$ cat config.mk
export PLATFORM = sky130hd
export DESIGN_NAME = delimited_byte_frame_extractor_unit
export DESIGN_NICKNAME = d
export VERILOG_FILES = /design/src/rtl/dbfe_pkg.sv /design/src/rtl/dbfe_buffer.sv /design/src/rtl/dbfe_ctrl.sv /design/src/rtl/delimited_byte_frame_extractor_unit.sv
export SDC_FILE = /design/constraint.sdc
export NUM_CORES = 1
export LEC_CHECK = 0
export BUFFER_PORTS_ARGS = -buffer_cell sky130_fd_sc_hd__buf_4
export CAP_MARGIN = 0
export CELL_PAD_IN_SITES_DETAIL_PLACEMENT = 0
export CELL_PAD_IN_SITES_GLOBAL_PLACEMENT = 2
export CORE_ASPECT_RATIO = 0.5
export CORE_MARGIN = 2
export CORE_UTILIZATION = 53
export DETAILED_ROUTE_END_ITERATION = 8
export PLACE_DENSITY = 0.84
export SLEW_MARGIN = 20
export SYNTH_ARGS = -nofsm -noshare
export SYNTH_HDL_FRONTEND = slang
export SYNTH_SLANG_ARGS = --single-unit
$ cat constraint.sdc
create_clock -name clk -period 5.8 [get_ports clk]
set_clock_uncertainty 0.2 [all_clocks]
set_input_delay 1.16 -clock clk [delete_from_list [all_inputs] [get_ports clk]]
set_output_delay 1.16 -clock clk [all_outputs]
set_load 0.1 [all_outputs]
$ cat src/rtl/dbfe_pkg.sv
// Shared types and constants for the delimited byte frame extractor.
package dbfe_pkg;

  localparam int DEFAULT_BUFFER_DEPTH = 64;

  localparam logic       OP_BYTE    = 1'b0;
  localparam logic       OP_TIMEOUT = 1'b1;

  localparam logic [1:0] KIND_BYTE     = 2'd0;
  localparam logic [1:0] KIND_EMPTY    = 2'd1;
  localparam logic [1:0] KIND_TIMEOUT  = 2'd2;
  localparam logic [1:0] KIND_TOO_LONG = 2'd3;

  localparam logic [2:0] REG_USE_STOP   = 3'd0;
  localparam logic [2:0] REG_STOP_VALUE = 3'd1;
  localparam logic [2:0] REG_KEEP_STOP  = 3'd2;
  localparam logic [2:0] REG_DROP_BEGIN = 3'd3;
  localparam logic [2:0] REG_DROP_END   = 3'd4;
  localparam logic [2:0] REG_MAX_LENGTH = 3'd5;

  typedef struct packed {
    logic       op;
    logic [7:0] rx_byte;
  } cmd_t;

  typedef struct packed {
    logic [1:0] kind;
    logic [7:0] out_byte;
    logic       last;
  } result_t;

  typedef struct packed {
    logic       use_stop;
    logic [7:0] stop_value;
    logic       keep_stop;
    logic [6:0] drop_begin;
    logic [6:0] drop_end;
    logic [5:0] max_length;
  } cfg_t;

  typedef enum logic {
    ST_IDLE,
    ST_DRAIN
  } state_t;

endpackage

$ cat src/rtl/dbfe_buffer.sv
// Frame buffer: synchronous single-port-write, single-port-read RAM.
module dbfe_buffer #(
  parameter int BUFFER_DEPTH = dbfe_pkg::DEFAULT_BUFFER_DEPTH,
  parameter int AW = $clog2(BUFFER_DEPTH)
) (
  input  logic          clk,
  input  logic          wr_en,
  input  logic [AW-1:0] wr_addr,
  input  logic [7:0]    wr_data,
  input  logic          rd_en,
  input  logic [AW-1:0] rd_addr,
  output logic [7:0]    rd_data
);

  logic [7:0] mem [BUFFER_DEPTH];

  always_ff @(posedge clk) begin
    if (wr_en) begin
      mem[wr_addr] <= wr_data;
    end
  end

  always_ff @(posedge clk) begin
    if (rd_en) begin
      rd_data <= mem[rd_addr];
    end
  end

endmodule

$ cat src/rtl/dbfe_ctrl.sv
// Frame controller: length tracking, frame end decisions and buffer drain.
module dbfe_ctrl #(
  parameter int BUFFER_DEPTH = dbfe_pkg::DEFAULT_BUFFER_DEPTH,
  parameter int AW = $clog2(BUFFER_DEPTH)
) (
  input  logic              clk,
  input  logic              rst,
  input  logic              start,
  output logic              busy,
  input  dbfe_pkg::cmd_t    cmd,
  input  dbfe_pkg::cfg_t    cfg,
  output logic              wr_en,
  output logic [AW-1:0]     wr_addr,
  output logic [7:0]        wr_data,
  output logic              rd_en,
  output logic [AW-1:0]     rd_addr,
  input  logic [7:0]        rd_data,
  output logic              result_strobe,
  output dbfe_pkg::result_t result
);
  import dbfe_pkg::*;

  localparam int LW = $clog2(BUFFER_DEPTH + 1);
  localparam int CW = ((LW > 7) ? LW : 7) + 2;

  state_t        state, state_next;
  logic [LW-1:0] len, len_next;
  logic [AW-1:0] ptr, ptr_next;
  logic [AW-1:0] end_ptr, end_ptr_next;
  logic          single, single_next;
  logic [1:0]    kind, kind_next;
  logic          mem_vld, mem_last;

  always_ff @(posedge clk) begin
    if (rst) begin
      state    <= ST_IDLE;
      len      <= '0;
      single   <= 1'b0;
      mem_vld  <= 1'b0;
    end else begin
      state    <= state_next;
      len      <= len_next;
      single   <= single_next;
      mem_vld  <= rd_en;
    end
  end

  always_ff @(posedge clk) begin
    ptr      <= ptr_next;
    end_ptr  <= end_ptr_next;
    kind     <= kind_next;
    mem_last <= (ptr == end_ptr);
  end

  always_comb begin
    logic [CW-1:0] len_w;
    logic [CW-1:0] elen;
    logic [CW-1:0] nl;
    logic [CW-1:0] limit;
    logic [CW-1:0] cut;
    logic [CW-1:0] last_idx;
    logic          emit;
    state_next   = state;
    len_next     = len;
    ptr_next     = ptr;
    end_ptr_next = end_ptr;
    single_next  = 1'b0;
    kind_next    = kind;
    wr_en        = 1'b0;
    wr_addr      = len[AW-1:0];
    wr_data      = cmd.rx_byte;
    rd_en        = 1'b0;
    rd_addr      = ptr;
    busy         = (state == ST_DRAIN);
    len_w        = CW'(len);
    elen         = len_w;
    nl           = len_w + CW'(1);
    emit         = 1'b0;
    last_idx     = '0;
    limit        = (CW'(cfg.max_length) > CW'(BUFFER_DEPTH - 1)) ?
                   CW'(BUFFER_DEPTH - 1) : CW'(cfg.max_length);
    cut          = CW'(cfg.drop_begin) + CW'(cfg.drop_end);
    unique case (state)
      ST_IDLE: begin
        if (start) begin
          if (cmd.op == OP_TIMEOUT) begin
            if (len != '0) begin
              if (cfg.use_stop) begin
                single_next = 1'b1;
                kind_next   = KIND_TIMEOUT;
                len_next    = '0;
              end else begin
                emit = 1'b1;
              end
            end
          end else if (cfg.use_stop && (cmd.rx_byte == cfg.stop_value)) begin
            if (cfg.keep_stop && (len_w < CW'(BUFFER_DEPTH))) begin
              wr_en = 1'b1;
              elen  = nl;
            end
            emit = 1'b1;
          end else if (len_w < CW'(BUFFER_DEPTH)) begin
            wr_en = 1'b1;
            if (nl > limit) begin
              single_next = 1'b1;
              kind_next   = KIND_TOO_LONG;
              len_next    = '0;
            end else begin
              len_next = nl[LW-1:0];
            end
          end
          if (emit) begin
            len_next = '0;
            if (cut >= elen) begin
              single_next = 1'b1;
              kind_next   = KIND_EMPTY;
            end else begin
              last_idx     = elen - CW'(cfg.drop_end) - CW'(1);
              ptr_next     = AW'(cfg.drop_begin);
              end_ptr_next = last_idx[AW-1:0];
              state_next   = ST_DRAIN;
            end
          end
        end
      end
      ST_DRAIN: begin
        rd_en = 1'b1;
        if (ptr == end_ptr) begin
          state_next = ST_IDLE;
        end else begin
          ptr_next = ptr + AW'(1);
        end
      end
      default: state_next = ST_IDLE;
    endcase
  end

  assign result_strobe   = single | mem_vld;
  assign result.kind     = mem_vld ? KIND_BYTE : kind;
  assign result.out_byte = mem_vld ? rd_data : 8'd0;
  assign result.last     = mem_vld ? mem_last : 1'b1;

endmodule

$ cat src/rtl/delimited_byte_frame_extractor_unit.sv
// Top level of the delimited byte frame extractor: config registers and core.
//
// Usage:
//   Input: drive cmd and raise start; the transfer happens on a rising edge
//   with start high and busy low. cmd.op selects a received byte or a
//   receive timeout.
//   Output: each result sits on result for one cycle with result_strobe high;
//   the receiver cannot stall, and result.last marks the final result of an
//   input transfer.
//   Config: cfg_we, cfg_index, cfg_data write one register per edge; write
//   only while no frame is being emitted.
// Timing:
//   A stored byte leaves busy low, so bytes are taken back to back. A single
//   result (error or empty frame) appears in the cycle after the transfer.
//   A frame of N output bytes keeps busy high while the buffer RAM is read
//   one entry per cycle; each byte passes through the RAM output register
//   and its valid flag, and bytes follow one per cycle.
// Reset: rst clears the frame length and control state and loads the
//   register defaults; buffer contents are not cleared.
module delimited_byte_frame_extractor_unit #(
  parameter int BUFFER_DEPTH = dbfe_pkg::DEFAULT_BUFFER_DEPTH
) (
  input  logic              clk,
  input  logic              rst,
  input  logic              start,
  output logic              busy,
  input  dbfe_pkg::cmd_t    cmd,
  output logic              result_strobe,
  output dbfe_pkg::result_t result,
  input  logic              cfg_we,
  input  logic [2:0]        cfg_index,
  input  logic [7:0]        cfg_data
);
  import dbfe_pkg::*;

  localparam int AW = $clog2(BUFFER_DEPTH);

  cfg_t          cfg;
  logic          wr_en;
  logic [AW-1:0] wr_addr;
  logic [7:0]    wr_data;
  logic          rd_en;
  logic [AW-1:0] rd_addr;
  logic [7:0]    rd_data;

  always_ff @(posedge clk) begin
    if (rst) begin
      cfg.use_stop   <= 1'b1;
      cfg.stop_value <= 8'd13;
      cfg.keep_stop  <= 1'b0;
      cfg.drop_begin <= 7'd0;
      cfg.drop_end   <= 7'd0;
      cfg.max_length <= 6'd63;
    end else if (cfg_we) begin
      unique case (cfg_index)
        REG_USE_STOP:   cfg.use_stop   <= cfg_data[0];
        REG_STOP_VALUE: cfg.stop_value <= cfg_data;
        REG_KEEP_STOP:  cfg.keep_stop  <= cfg_data[0];
        REG_DROP_BEGIN: cfg.drop_begin <= cfg_data[6:0];
        REG_DROP_END:   cfg.drop_end   <= cfg_data[6:0];
        REG_MAX_LENGTH: cfg.max_length <= cfg_data[5:0];
        default: ;
      endcase
    end
  end

  dbfe_buffer #(
    .BUFFER_DEPTH(BUFFER_DEPTH),
    .AW(AW)
  ) u_buffer (
    .clk     (clk),
    .wr_en   (wr_en),
    .wr_addr (wr_addr),
    .wr_data (wr_data),
    .rd_en   (rd_en),
    .rd_addr (rd_addr),
    .rd_data (rd_data)
  );

  dbfe_ctrl #(
    .BUFFER_DEPTH(BUFFER_DEPTH),
    .AW(AW)
  ) u_ctrl (
    .clk           (clk),
    .rst           (rst),
    .start         (start),
    .busy          (busy),
    .cmd           (cmd),
    .cfg           (cfg),
    .wr_en         (wr_en),
    .wr_addr       (wr_addr),
    .wr_data       (wr_data),
    .rd_en         (rd_en),
    .rd_addr       (rd_addr),
    .rd_data       (rd_data),
    .result_strobe (result_strobe),
    .result        (result)
  );

endmodule
==> metrics.txt, run 1 <==
# TYPE chip_impl_metric gauge
chip_impl_info{name="cpLargestDelayFamily",value="compound AO/OA/AOI/OAI gates"} 1
chip_impl_info{name="tritoncts",value="yes"} 1
chip_impl_metric{name="finalHoldViolations",unit=""} 0
chip_impl_metric{name="post_synth_num_cell_types",unit=""} 46
chip_impl_info{name="timing_worst_setup_path_type",value="input pin to register"} 1
chip_impl_metric{name="worst_path_arrival_time",unit="ns"} 4.41
chip_impl_metric{name="dieWidth",unit="um"} 301
chip_impl_metric{name="filler_cell_count",unit=""} 3166
chip_impl_metric{name="num_rows",unit=""} 54
chip_impl_metric{name="num_vias",unit=""} 11500
chip_impl_metric{name="post-route-drc-count",unit=""} 0
chip_impl_metric{name="setup_total_negative_slack",unit="ns"} 0
chip_impl_metric{name="finalCritPeriodShare",unit="%"} 75.2
chip_impl_info{name="synth_top_cell_by_area",value="edfxtp_1"} 1
chip_impl_metric{name="drt_pre_antenna_iters",unit=""} 5
chip_impl_metric{name="synthDominantCellAreaShare",unit="%"} 68.7
chip_impl_metric{name="wire_length_reported_by_the_detailed_router",unit="um"} 51400
chip_impl_metric{name="grt_usage",unit="%"} 23.0
chip_impl_metric{name="max_stage_delay",unit="ns"} 0.65
chip_impl_metric{name="fin_worst_hold_slack",unit="ns"} 0.266
chip_impl_metric{name="pin_count_of_the_biggest_net_entering_global_routing",unit=""} 82
chip_impl_metric{name="area_of_the_multi_input_gates",unit="sq mm"} 0.00605
chip_impl_metric{name="grt_antenna_before_repair",unit=""} 0
chip_impl_metric{name="synth_warnings",unit=""} 0
chip_impl_metric{name="maxSlewHeadroom",unit="%"} 37.4
chip_impl_metric{name="cts_resized",unit=""} 0
chip_impl_metric{name="timing.max_cap.violations",unit=""} 0
chip_impl_info{name="synth_most_common_cell",value="edfxtp_1"} 1
chip_impl_info{name="start_kind",value="input pin"} 1
chip_impl_metric{name="p_per_area",unit="mW/mm^2"} 310
chip_impl_metric{name="switching_fraction_of_total_power",unit="%"} 19.9
chip_impl_metric{name="vias_per_cell",unit=""} 6.10
chip_impl_metric{name="fin_total_pwr",unit="mW"} 8.02
chip_impl_metric{name="grt-ovfl-total",unit=""} 0
chip_impl_metric{name="hpwlAfterDp",unit="um"} 32400
chip_impl_metric{name="initial_utilization",unit="%"} 53.6
chip_impl_info{name="worstSetupEndpointType",value="register"} 1
chip_impl_metric{name="timing.final.max_slew_violations",unit=""} 0
chip_impl_metric{name="cp_data_required_time",unit="ns"} 5.84
chip_impl_metric{name="p_leak",unit="nW"} 8.24
chip_impl_metric{name="final_min_period",unit="ns"} 4.36
chip_impl_metric{name="clkTransAtPathRegs",unit="ns"} 0.06
chip_impl_info{name="min_path_type",value="register to register"} 1
chip_impl_metric{name="p_int",unit="mW"} 6.42
chip_impl_info{name="largest_cells_by_area_after_synthesis",value="edfxtp_1 (69%), mux4_2 (16%), dfxtp_1 (3.5%), nor2_1 (2.0%), ha_1 (1.4%)"} 1
chip_impl_metric{name="power.switching",unit="mW"} 1.60
chip_impl_metric{name="synth_cells",unit=""} 1204
chip_impl_metric{name="synth_enable_flop_cells",unit=""} 534
chip_impl_metric{name="async_flop_share",unit="%"} 0
chip_impl_metric{name="post_cts_buffers",unit=""} 0
chip_impl_metric{name="clock_power_share",unit="%"} 40.9
chip_impl_info{name="outcome",value="completed"} 1
chip_impl_metric{name="critical_path_peak_fanout",unit=""} 20
chip_impl_info{name="synth_top_cells_by_count",value="edfxtp_1 (534), mux4_2 (168), nor2_1 (124)"} 1
chip_impl_metric{name="synthesis.nets",unit=""} 1257
chip_impl_metric{name="routed_wire_length_per_instance",unit="um"} 27.3
chip_impl_info{name="root_buffer",value="clkbuf_16"} 1
chip_impl_metric{name="final_nets",unit=""} 1309
chip_impl_info{name="rsz0062_at_grt",value="no"} 1
chip_impl_metric{name="clock_tree.htree_level_count",unit=""} 2
chip_impl_metric{name="cts_buffer_depth",unit=""} 3
chip_impl_metric{name="die_h",unit="um"} 152
chip_impl_metric{name="place_ws",unit="ns"} 0.829
chip_impl_info{name="crit_path_cell_trace",value="buf_4, xnor2_1, nand4_1, nor4_2, nand4_1, xnor2_1, inv_1, ha_1, o21a_1, o2111ai_1, o21ai_0, a21oi_1, a32o_1"} 1
chip_impl_metric{name="number_of_i_o_pins",unit=""} 37
chip_impl_metric{name="syn2layout_area_growth",unit="%"} 10.9
chip_impl_metric{name="first_global_vias",unit=""} 11600
chip_impl_info{name="synth-main-ff-cell",value="edfxtp_1"} 1
chip_impl_metric{name="floorplan.core_area",unit="sq mm"} 0.0435
chip_impl_metric{name="mappedNetlistArea",unit="sq mm"} 0.0233
chip_impl_metric{name="insertedDiodeCount",unit=""} 0
chip_impl_metric{name="global_route_wire_length_before_repair",unit="um"} 76500
chip_impl_metric{name="gp_routability_congestion",unit=""} 0.837
chip_impl_metric{name="drtAntennaViolNets",unit=""} 0
chip_impl_metric{name="drive_gt1_share",unit="%"} 23.8
chip_impl_metric{name="clock.fmax",unit="MHz"} 229
chip_impl_metric{name="power.combinational.fraction",unit="%"} 2.4
chip_impl_metric{name="timing_worst_slew_pin_value",unit="ns"} 0.937
chip_impl_metric{name="number_of_buffers_added_on_ports",unit=""} 36
chip_impl_metric{name="setup_ws",unit="ns"} 1.44
chip_impl_metric{name="vdd_ir_drop_max",unit="uV"} 237
chip_impl_metric{name="number_of_buffer_and_inverter_stages_on_the_critical_path",unit=""} 2
chip_impl_metric{name="seq_power_share",unit="%"} 56.7
chip_impl_metric{name="cts_buffers",unit=""} 50
chip_impl_metric{name="clock_latency",unit="ns"} 0.58
chip_impl_metric{name="drt-initial-drc-count",unit=""} 1096
chip_impl_metric{name="seqCellArea",unit="sq mm"} 0.0169
chip_impl_metric{name="setup_violations",unit=""} 0
chip_impl_info{name="crit_slowest_cell",value="nor4_2"} 1
chip_impl_metric{name="synth-seq-area-share",unit="%"} 72.2
chip_impl_metric{name="ctsHoldBuffers",unit=""} 0
chip_impl_metric{name="post_synth.cell_area_avg",unit="sq um"} 19.4
chip_impl_metric{name="postSynthRegisterBits",unit=""} 575
chip_impl_metric{name="fp.dieArea",unit="sq mm"} 0.0458
chip_impl_metric{name="cts_num_sinks",unit=""} 575
## worst register-to-register path: cells and delay by family (launching register included)
kind	cells	cell delay (ns)
AND/OR/NAND/NOR	3	1.03
XOR/XNOR	2	0.37
buffers and inverters	1	0.07
flip-flops	1	0.38
AO/OA/AOI/OAI	5	1.18
adder cells (fa/ha/maj)	1	0.27
## state kept, by name, indices dropped and copies added, names as in the netlist
signal,count
cfg,30
u_buffer.mem,512
u_buffer.rd_data,8
u_ctrl.busy,1
u_ctrl.end_ptr,6
u_ctrl.kind,2
u_ctrl.len,7
u_ctrl.mem_last,1
u_ctrl.mem_vld,1
u_ctrl.rd_addr,6
u_ctrl.single,1
## power by group through the flow
stage | Sequential [mW] | Clock, mW | Combinational [mW]
2_1_floorplan | 4.63 | 0 | 0.0821
3_3_place_gp | 4.64 | 0 | 0.188
3_5_place_dp | 4.64 | 0 | 0.195
4_1_cts | 4.55 | 3.34 | 0.195
5_1_grt | 4.54 | 3.49 | 0.210
6_report | 4.55 | 3.28 | 0.192
## cell type report
type | count | area share (%)
clock buffer | 66 | 5.39
timing repair buffer | 59 | 1.98
clock inverter | 26 | 0.817
sequential | 575 | 65.1
inverter | 34 | 0.493
multi-input combinational | 536 | 23.4
tap | 588 | 2.84
## worst paths after layout
check / endpoint / depth (start not counted) / slack (ns) / startpoint
setup reg to reg: u_ctrl.rd_addr[3] / 12 / 1.97 / cfg[21]
hold reg to reg: cfg[4] / 1 / 0.27 / cfg[4]
setup / recovery: u_ctrl.rd_addr[3] / 13 / 1.44 / cmd[0]
hold / removal: cfg[4] / 1 / 0.27 / cfg[4]
## cell usage in the layout (no fill, tap or decap), types with 10 or more instances in the layout
master and count:
nand3_1 15, edfxtp_1 534, inv_1 34, mux2i_1 15, buf_4 53, a211o_1 10
and2_1 10, a21oi_1 32, nor2b_1 13, clkbuf_1 11, mux4_2 168, nand2_1 26
xor2_1 12, nor2_1 124, clkinv_2 10, dfxtp_1 41, ha_1 27, clkbuf_16 53
xnor2_1 23
## per-layer routing
layer	wire length, um	GRT usage [%]	share of wire (%)	vias up
met2	24700	35.8	48	414
met4	967	5.00	1.9	0
met3	3700	4.63	7.2	50
met1	22000	34.1	43	6108
li1	-	-	-	4919
met5	0	0	0	-
## stage by stage
stage / util [%] / std cells / cell area [sq um]
after global placement: 55.8 / 1791 / 24300
after global routing: 59.5 / 1884 / 25900
after floorplan: - / 1204 / 23300
final: 59.5 / 1884 / 25900
after detailed placement: 55.8 / 1791 / 24300
after CTS: 59.5 / 1883 / 25900
## cells by family (layout without fill, tap and decap cells)
| logic type | after synthesis | in the layout | synth area share [%] |
|---|---|---|---|
| other | 1 | 1 | 0.0161 |
| buffers and inverters | 93 | 185 | 1.85 |
| adders and majority gates | 31 | 31 | 1.70 |
| DFF | 575 | 575 | 72.2 |
| AOI/OAI and AO/OA | 70 | 70 | 1.89 |
| xor gates and xnor gates | 35 | 35 | 1.31 |
| and+or+nand+nor | 216 | 216 | 4.16 |
| muxes | 183 | 183 | 16.9 |
(Power assumes the default switching activity.)
==> inputs of run 2 (changes only) <==
- CORE_UTILIZATION: 53 -> 49
- PLACE_DENSITY: 0.84 -> 0.79
- clock period: 5.8 -> 4.35 ns (I/O delays scaled with it)
==> run 2 against run 1 <==
Effect of this change:
- first-iteration DRC count about the same
- global-route usage down 0.91 points
- via count up 0.91%
- critical endpoint is now u_ctrl.end_ptr[3]
- largest power group unchanged
==> metrics.txt, run 2 (synthesis results as in run 1) <==
# TYPE chip_impl_metric gauge
chip_impl_info{name="outcome",value="completed"} 1
chip_impl_metric{name="insertedDiodeCount",unit=""} 0
chip_impl_metric{name="clock_latency",unit="ns"} 0.58
chip_impl_metric{name="num_vias",unit=""} 11600
chip_impl_metric{name="setup_total_negative_slack",unit="ns"} 0
chip_impl_metric{name="timing.final.max_slew_violations",unit=""} 0
chip_impl_metric{name="finalHoldViolations",unit=""} 0
chip_impl_metric{name="number_of_buffers_added_on_ports",unit=""} 36
chip_impl_metric{name="p_leak",unit="nW"} 8.50
chip_impl_metric{name="dieWidth",unit="um"} 313
chip_impl_metric{name="num_rows",unit=""} 56
chip_impl_metric{name="final_min_period",unit="ns"} 3.75
chip_impl_info{name="register_with_the_highest_flop_count",value="u_buffer.mem"} 1
chip_impl_metric{name="cp_data_required_time",unit="ns"} 4.41
chip_impl_metric{name="drtAntennaViolNets",unit=""} 0
chip_impl_metric{name="clock_power_share",unit="%"} 41.9
chip_impl_metric{name="fin_worst_hold_slack",unit="ns"} 0.274
chip_impl_metric{name="number_of_i_o_pins",unit=""} 37
chip_impl_metric{name="clock_tree.htree_level_count",unit=""} 2
chip_impl_metric{name="post_cts_buffers",unit=""} 0
chip_impl_metric{name="power.combinational.fraction",unit="%"} 2.5
chip_impl_metric{name="vias_per_cell",unit=""} 5.86
chip_impl_metric{name="drt_pre_antenna_iters",unit=""} 7
chip_impl_metric{name="cts_resized",unit=""} 0
chip_impl_metric{name="place_ws",unit="ns"} -0.00678
chip_impl_metric{name="global_route_wire_length_before_repair",unit="um"} 78600
chip_impl_metric{name="max_stage_delay",unit="ns"} 0.36
chip_impl_metric{name="largest_register_ffs",unit=""} 512
chip_impl_metric{name="finalCritPeriodShare",unit="%"} 86.2
chip_impl_info{name="crit_slowest_cell",value="and3_1"} 1
chip_impl_info{name="commonest_non_fill_non_tap_cell_in_the_layout",value="edfxtp_1"} 1
chip_impl_metric{name="wire_length_reported_by_the_detailed_router",unit="um"} 53600
chip_impl_info{name="tritoncts",value="yes"} 1
chip_impl_info{name="min_from",value="cfg[4]"} 1
chip_impl_info{name="final_cell_mix",value="edfxtp_1 (534), mux4_2 (168), nor2_1 (124), buf_4 (98), clkbuf_16 (52)"} 1
chip_impl_metric{name="finalCoreUtilization",unit="%"} 56.1
chip_impl_metric{name="maxSlewHeadroom",unit="%"} 27.4
chip_impl_metric{name="post-route-drc-count",unit=""} 0
chip_impl_metric{name="grt_usage",unit="%"} 22.0
chip_impl_metric{name="setup_violations",unit=""} 0
chip_impl_info{name="root_buffer",value="clkbuf_16"} 1
chip_impl_metric{name="min_path_cells",unit=""} 1
chip_impl_info{name="rsz0062_at_grt",value="no"} 1
chip_impl_info{name="timing_worst_setup_path_type",value="input pin to register"} 1
chip_impl_metric{name="final_nets",unit=""} 1354
chip_impl_metric{name="grt-ovfl-total",unit=""} 0
chip_impl_metric{name="critical_path_peak_fanout",unit=""} 6
chip_impl_metric{name="vdd_ir_drop_max",unit="uV"} 289
chip_impl_info{name="r2r_end",value="u_ctrl.end_ptr[3]"} 1
chip_impl_metric{name="floorplan.core_area",unit="sq mm"} 0.0469
chip_impl_metric{name="fp.dieArea",unit="sq mm"} 0.0495
chip_impl_metric{name="p_int",unit="mW"} 8.69
chip_impl_metric{name="drive_gt1_share",unit="%"} 26.2
chip_impl_info{name="largest_registers",value="u_buffer.mem x512, cfg x30, u_buffer.rd_data x8"} 1
chip_impl_metric{name="r2r_depth",unit=""} 15
chip_impl_metric{name="number_of_buffer_and_inverter_stages_on_the_critical_path",unit=""} 3
chip_impl_metric{name="power.switching",unit="mW"} 2.21
chip_impl_metric{name="syn2layout_area_growth",unit="%"} 12.8
chip_impl_metric{name="timing.max_cap.violations",unit=""} 0
chip_impl_info{name="crit_path_cell_trace",value="buf_4, xnor2_1, nand4_1, nor4_2, buf_4, nand4_1, xnor2_1, inv_1, ha_1, o21a_1, o2111ai_1, o21ai_0, a21oi_1, and3_1"} 1
chip_impl_metric{name="grt_antenna_before_repair",unit=""} 0
chip_impl_metric{name="switching_fraction_of_total_power",unit="%"} 20.2
chip_impl_metric{name="reg2reg_setup_slack",unit="ns"} 0.63
chip_impl_metric{name="cts_buffer_depth",unit=""} 3
chip_impl_metric{name="ctsHoldBuffers",unit=""} 0
chip_impl_metric{name="drt-initial-drc-count",unit=""} 1095
chip_impl_metric{name="worst_path_arrival_time",unit="ns"} 3.81
chip_impl_metric{name="seq_power_share",unit="%"} 55.6
chip_impl_info{name="start_kind",value="input pin"} 1
chip_impl_metric{name="die_h",unit="um"} 158
chip_impl_info{name="timing.hold.worst_endpoint",value="cfg[4]"} 1
chip_impl_metric{name="clkTransAtPathRegs",unit="ns"} 0.06
chip_impl_metric{name="cts_num_sinks",unit=""} 575
chip_impl_info{name="min_path_type",value="register to register"} 1
chip_impl_metric{name="fin_total_pwr",unit="mW"} 10.9
chip_impl_info{name="cpLargestDelayFamily",value="simple AND/OR/NAND/NOR gates"} 1
chip_impl_metric{name="routed_wire_length_per_instance",unit="um"} 27.1
chip_impl_metric{name="p_per_area",unit="mW/mm^2"} 414
chip_impl_info{name="r2r-start",value="cfg[13]"} 1
chip_impl_metric{name="cts_buffers",unit=""} 51
chip_impl_metric{name="gp_routability_congestion",unit=""} 0.818
chip_impl_metric{name="setup_ws",unit="ns"} 0.601
chip_impl_metric{name="pin_count_of_the_biggest_net_entering_global_routing",unit=""} 65
chip_impl_metric{name="hpwlAfterDp",unit="um"} 34600
chip_impl_metric{name="clock.fmax",unit="MHz"} 267
chip_impl_metric{name="first_global_vias",unit=""} 11800
chip_impl_metric{name="timing_worst_slew_pin_value",unit="ns"} 1.09
chip_impl_metric{name="initial_utilization",unit="%"} 49.7
chip_impl_info{name="worstSetupEndpointType",value="register"} 1
-- run 2: power by group through the flow --
stage | combinational [mW] | clock [mW] | sequential (mW)
after detailed placement | 0.273 | 0 | 6.18
after CTS | 0.273 | 4.61 | 6.06
after global routing | 0.293 | 4.81 | 6.06
final | 0.269 | 4.56 | 6.06
after global placement | 0.261 | 0 | 6.18
after floorplan | 0.109 | 0 | 6.18
-- run 2: metrics by stage --
stage	instance area, sq um	std cells
4_1_cts	26300	1980
3_3_place_gp	24700	1886
6_report	26300	1980
3_5_place_dp	24700	1886
2_1_floorplan	23300	1204
5_1_grt	26300	1980
-- run 2: metal layers --
| metal | share of wire (%) | global-route usage [%] | routed length (um) |
|---|---|---|---|
| met5 | 0 | 0 | 0 |
| met1 | 43 | 31.0 | 23200 |
| met4 | 1.8 | 4.72 | 951 |
| met3 | 6.6 | 4.21 | 3540 |
| met2 | 48 | 36.4 | 25900 |
-- run 2: how the worst max path moves through the flow --
stage | start | to | slack [ns] | cells after the start
after floorplan | cmd[5] | u_ctrl.rd_addr[0] | 0.51 | 12
after detailed placement | cmd[0] | u_ctrl.rd_addr[5] | -0.007 | 15
after global placement | cmd[0] | u_ctrl.rd_addr[5] | 0.03 | 15
final | cmd[0] | u_ctrl.end_ptr[3] | 0.60 | 14
after global routing | cmd[0] | u_ctrl.rd_addr[0] | 0.28 | 15
after CTS | cmd[0] | u_ctrl.rd_addr[5] | 0.58 | 15
-- run 2: area by class of cell --
class,count,area (sq um)
Tap cell,638,798
Clock inverter,30,315
Timing Repair Buffer,103,836
Clock buffer,64,1350
Fill cell,3526,20600
Multi-Input combinational cell,536,6050
Inverter,34,128
Sequential cell,575,16900
-- run 2: worst reg2reg max path: cells and delay by family, from the launching register on --
family	cells	cell delay, ns
AOI/OAI and AO/OA	8	1.15
xor gates and xnor gates	1	0.26
adders and majority gates	3	0.90
buffers and inverters	2	0.14
DFF	1	0.40
and+or+nand+nor	1	0.36
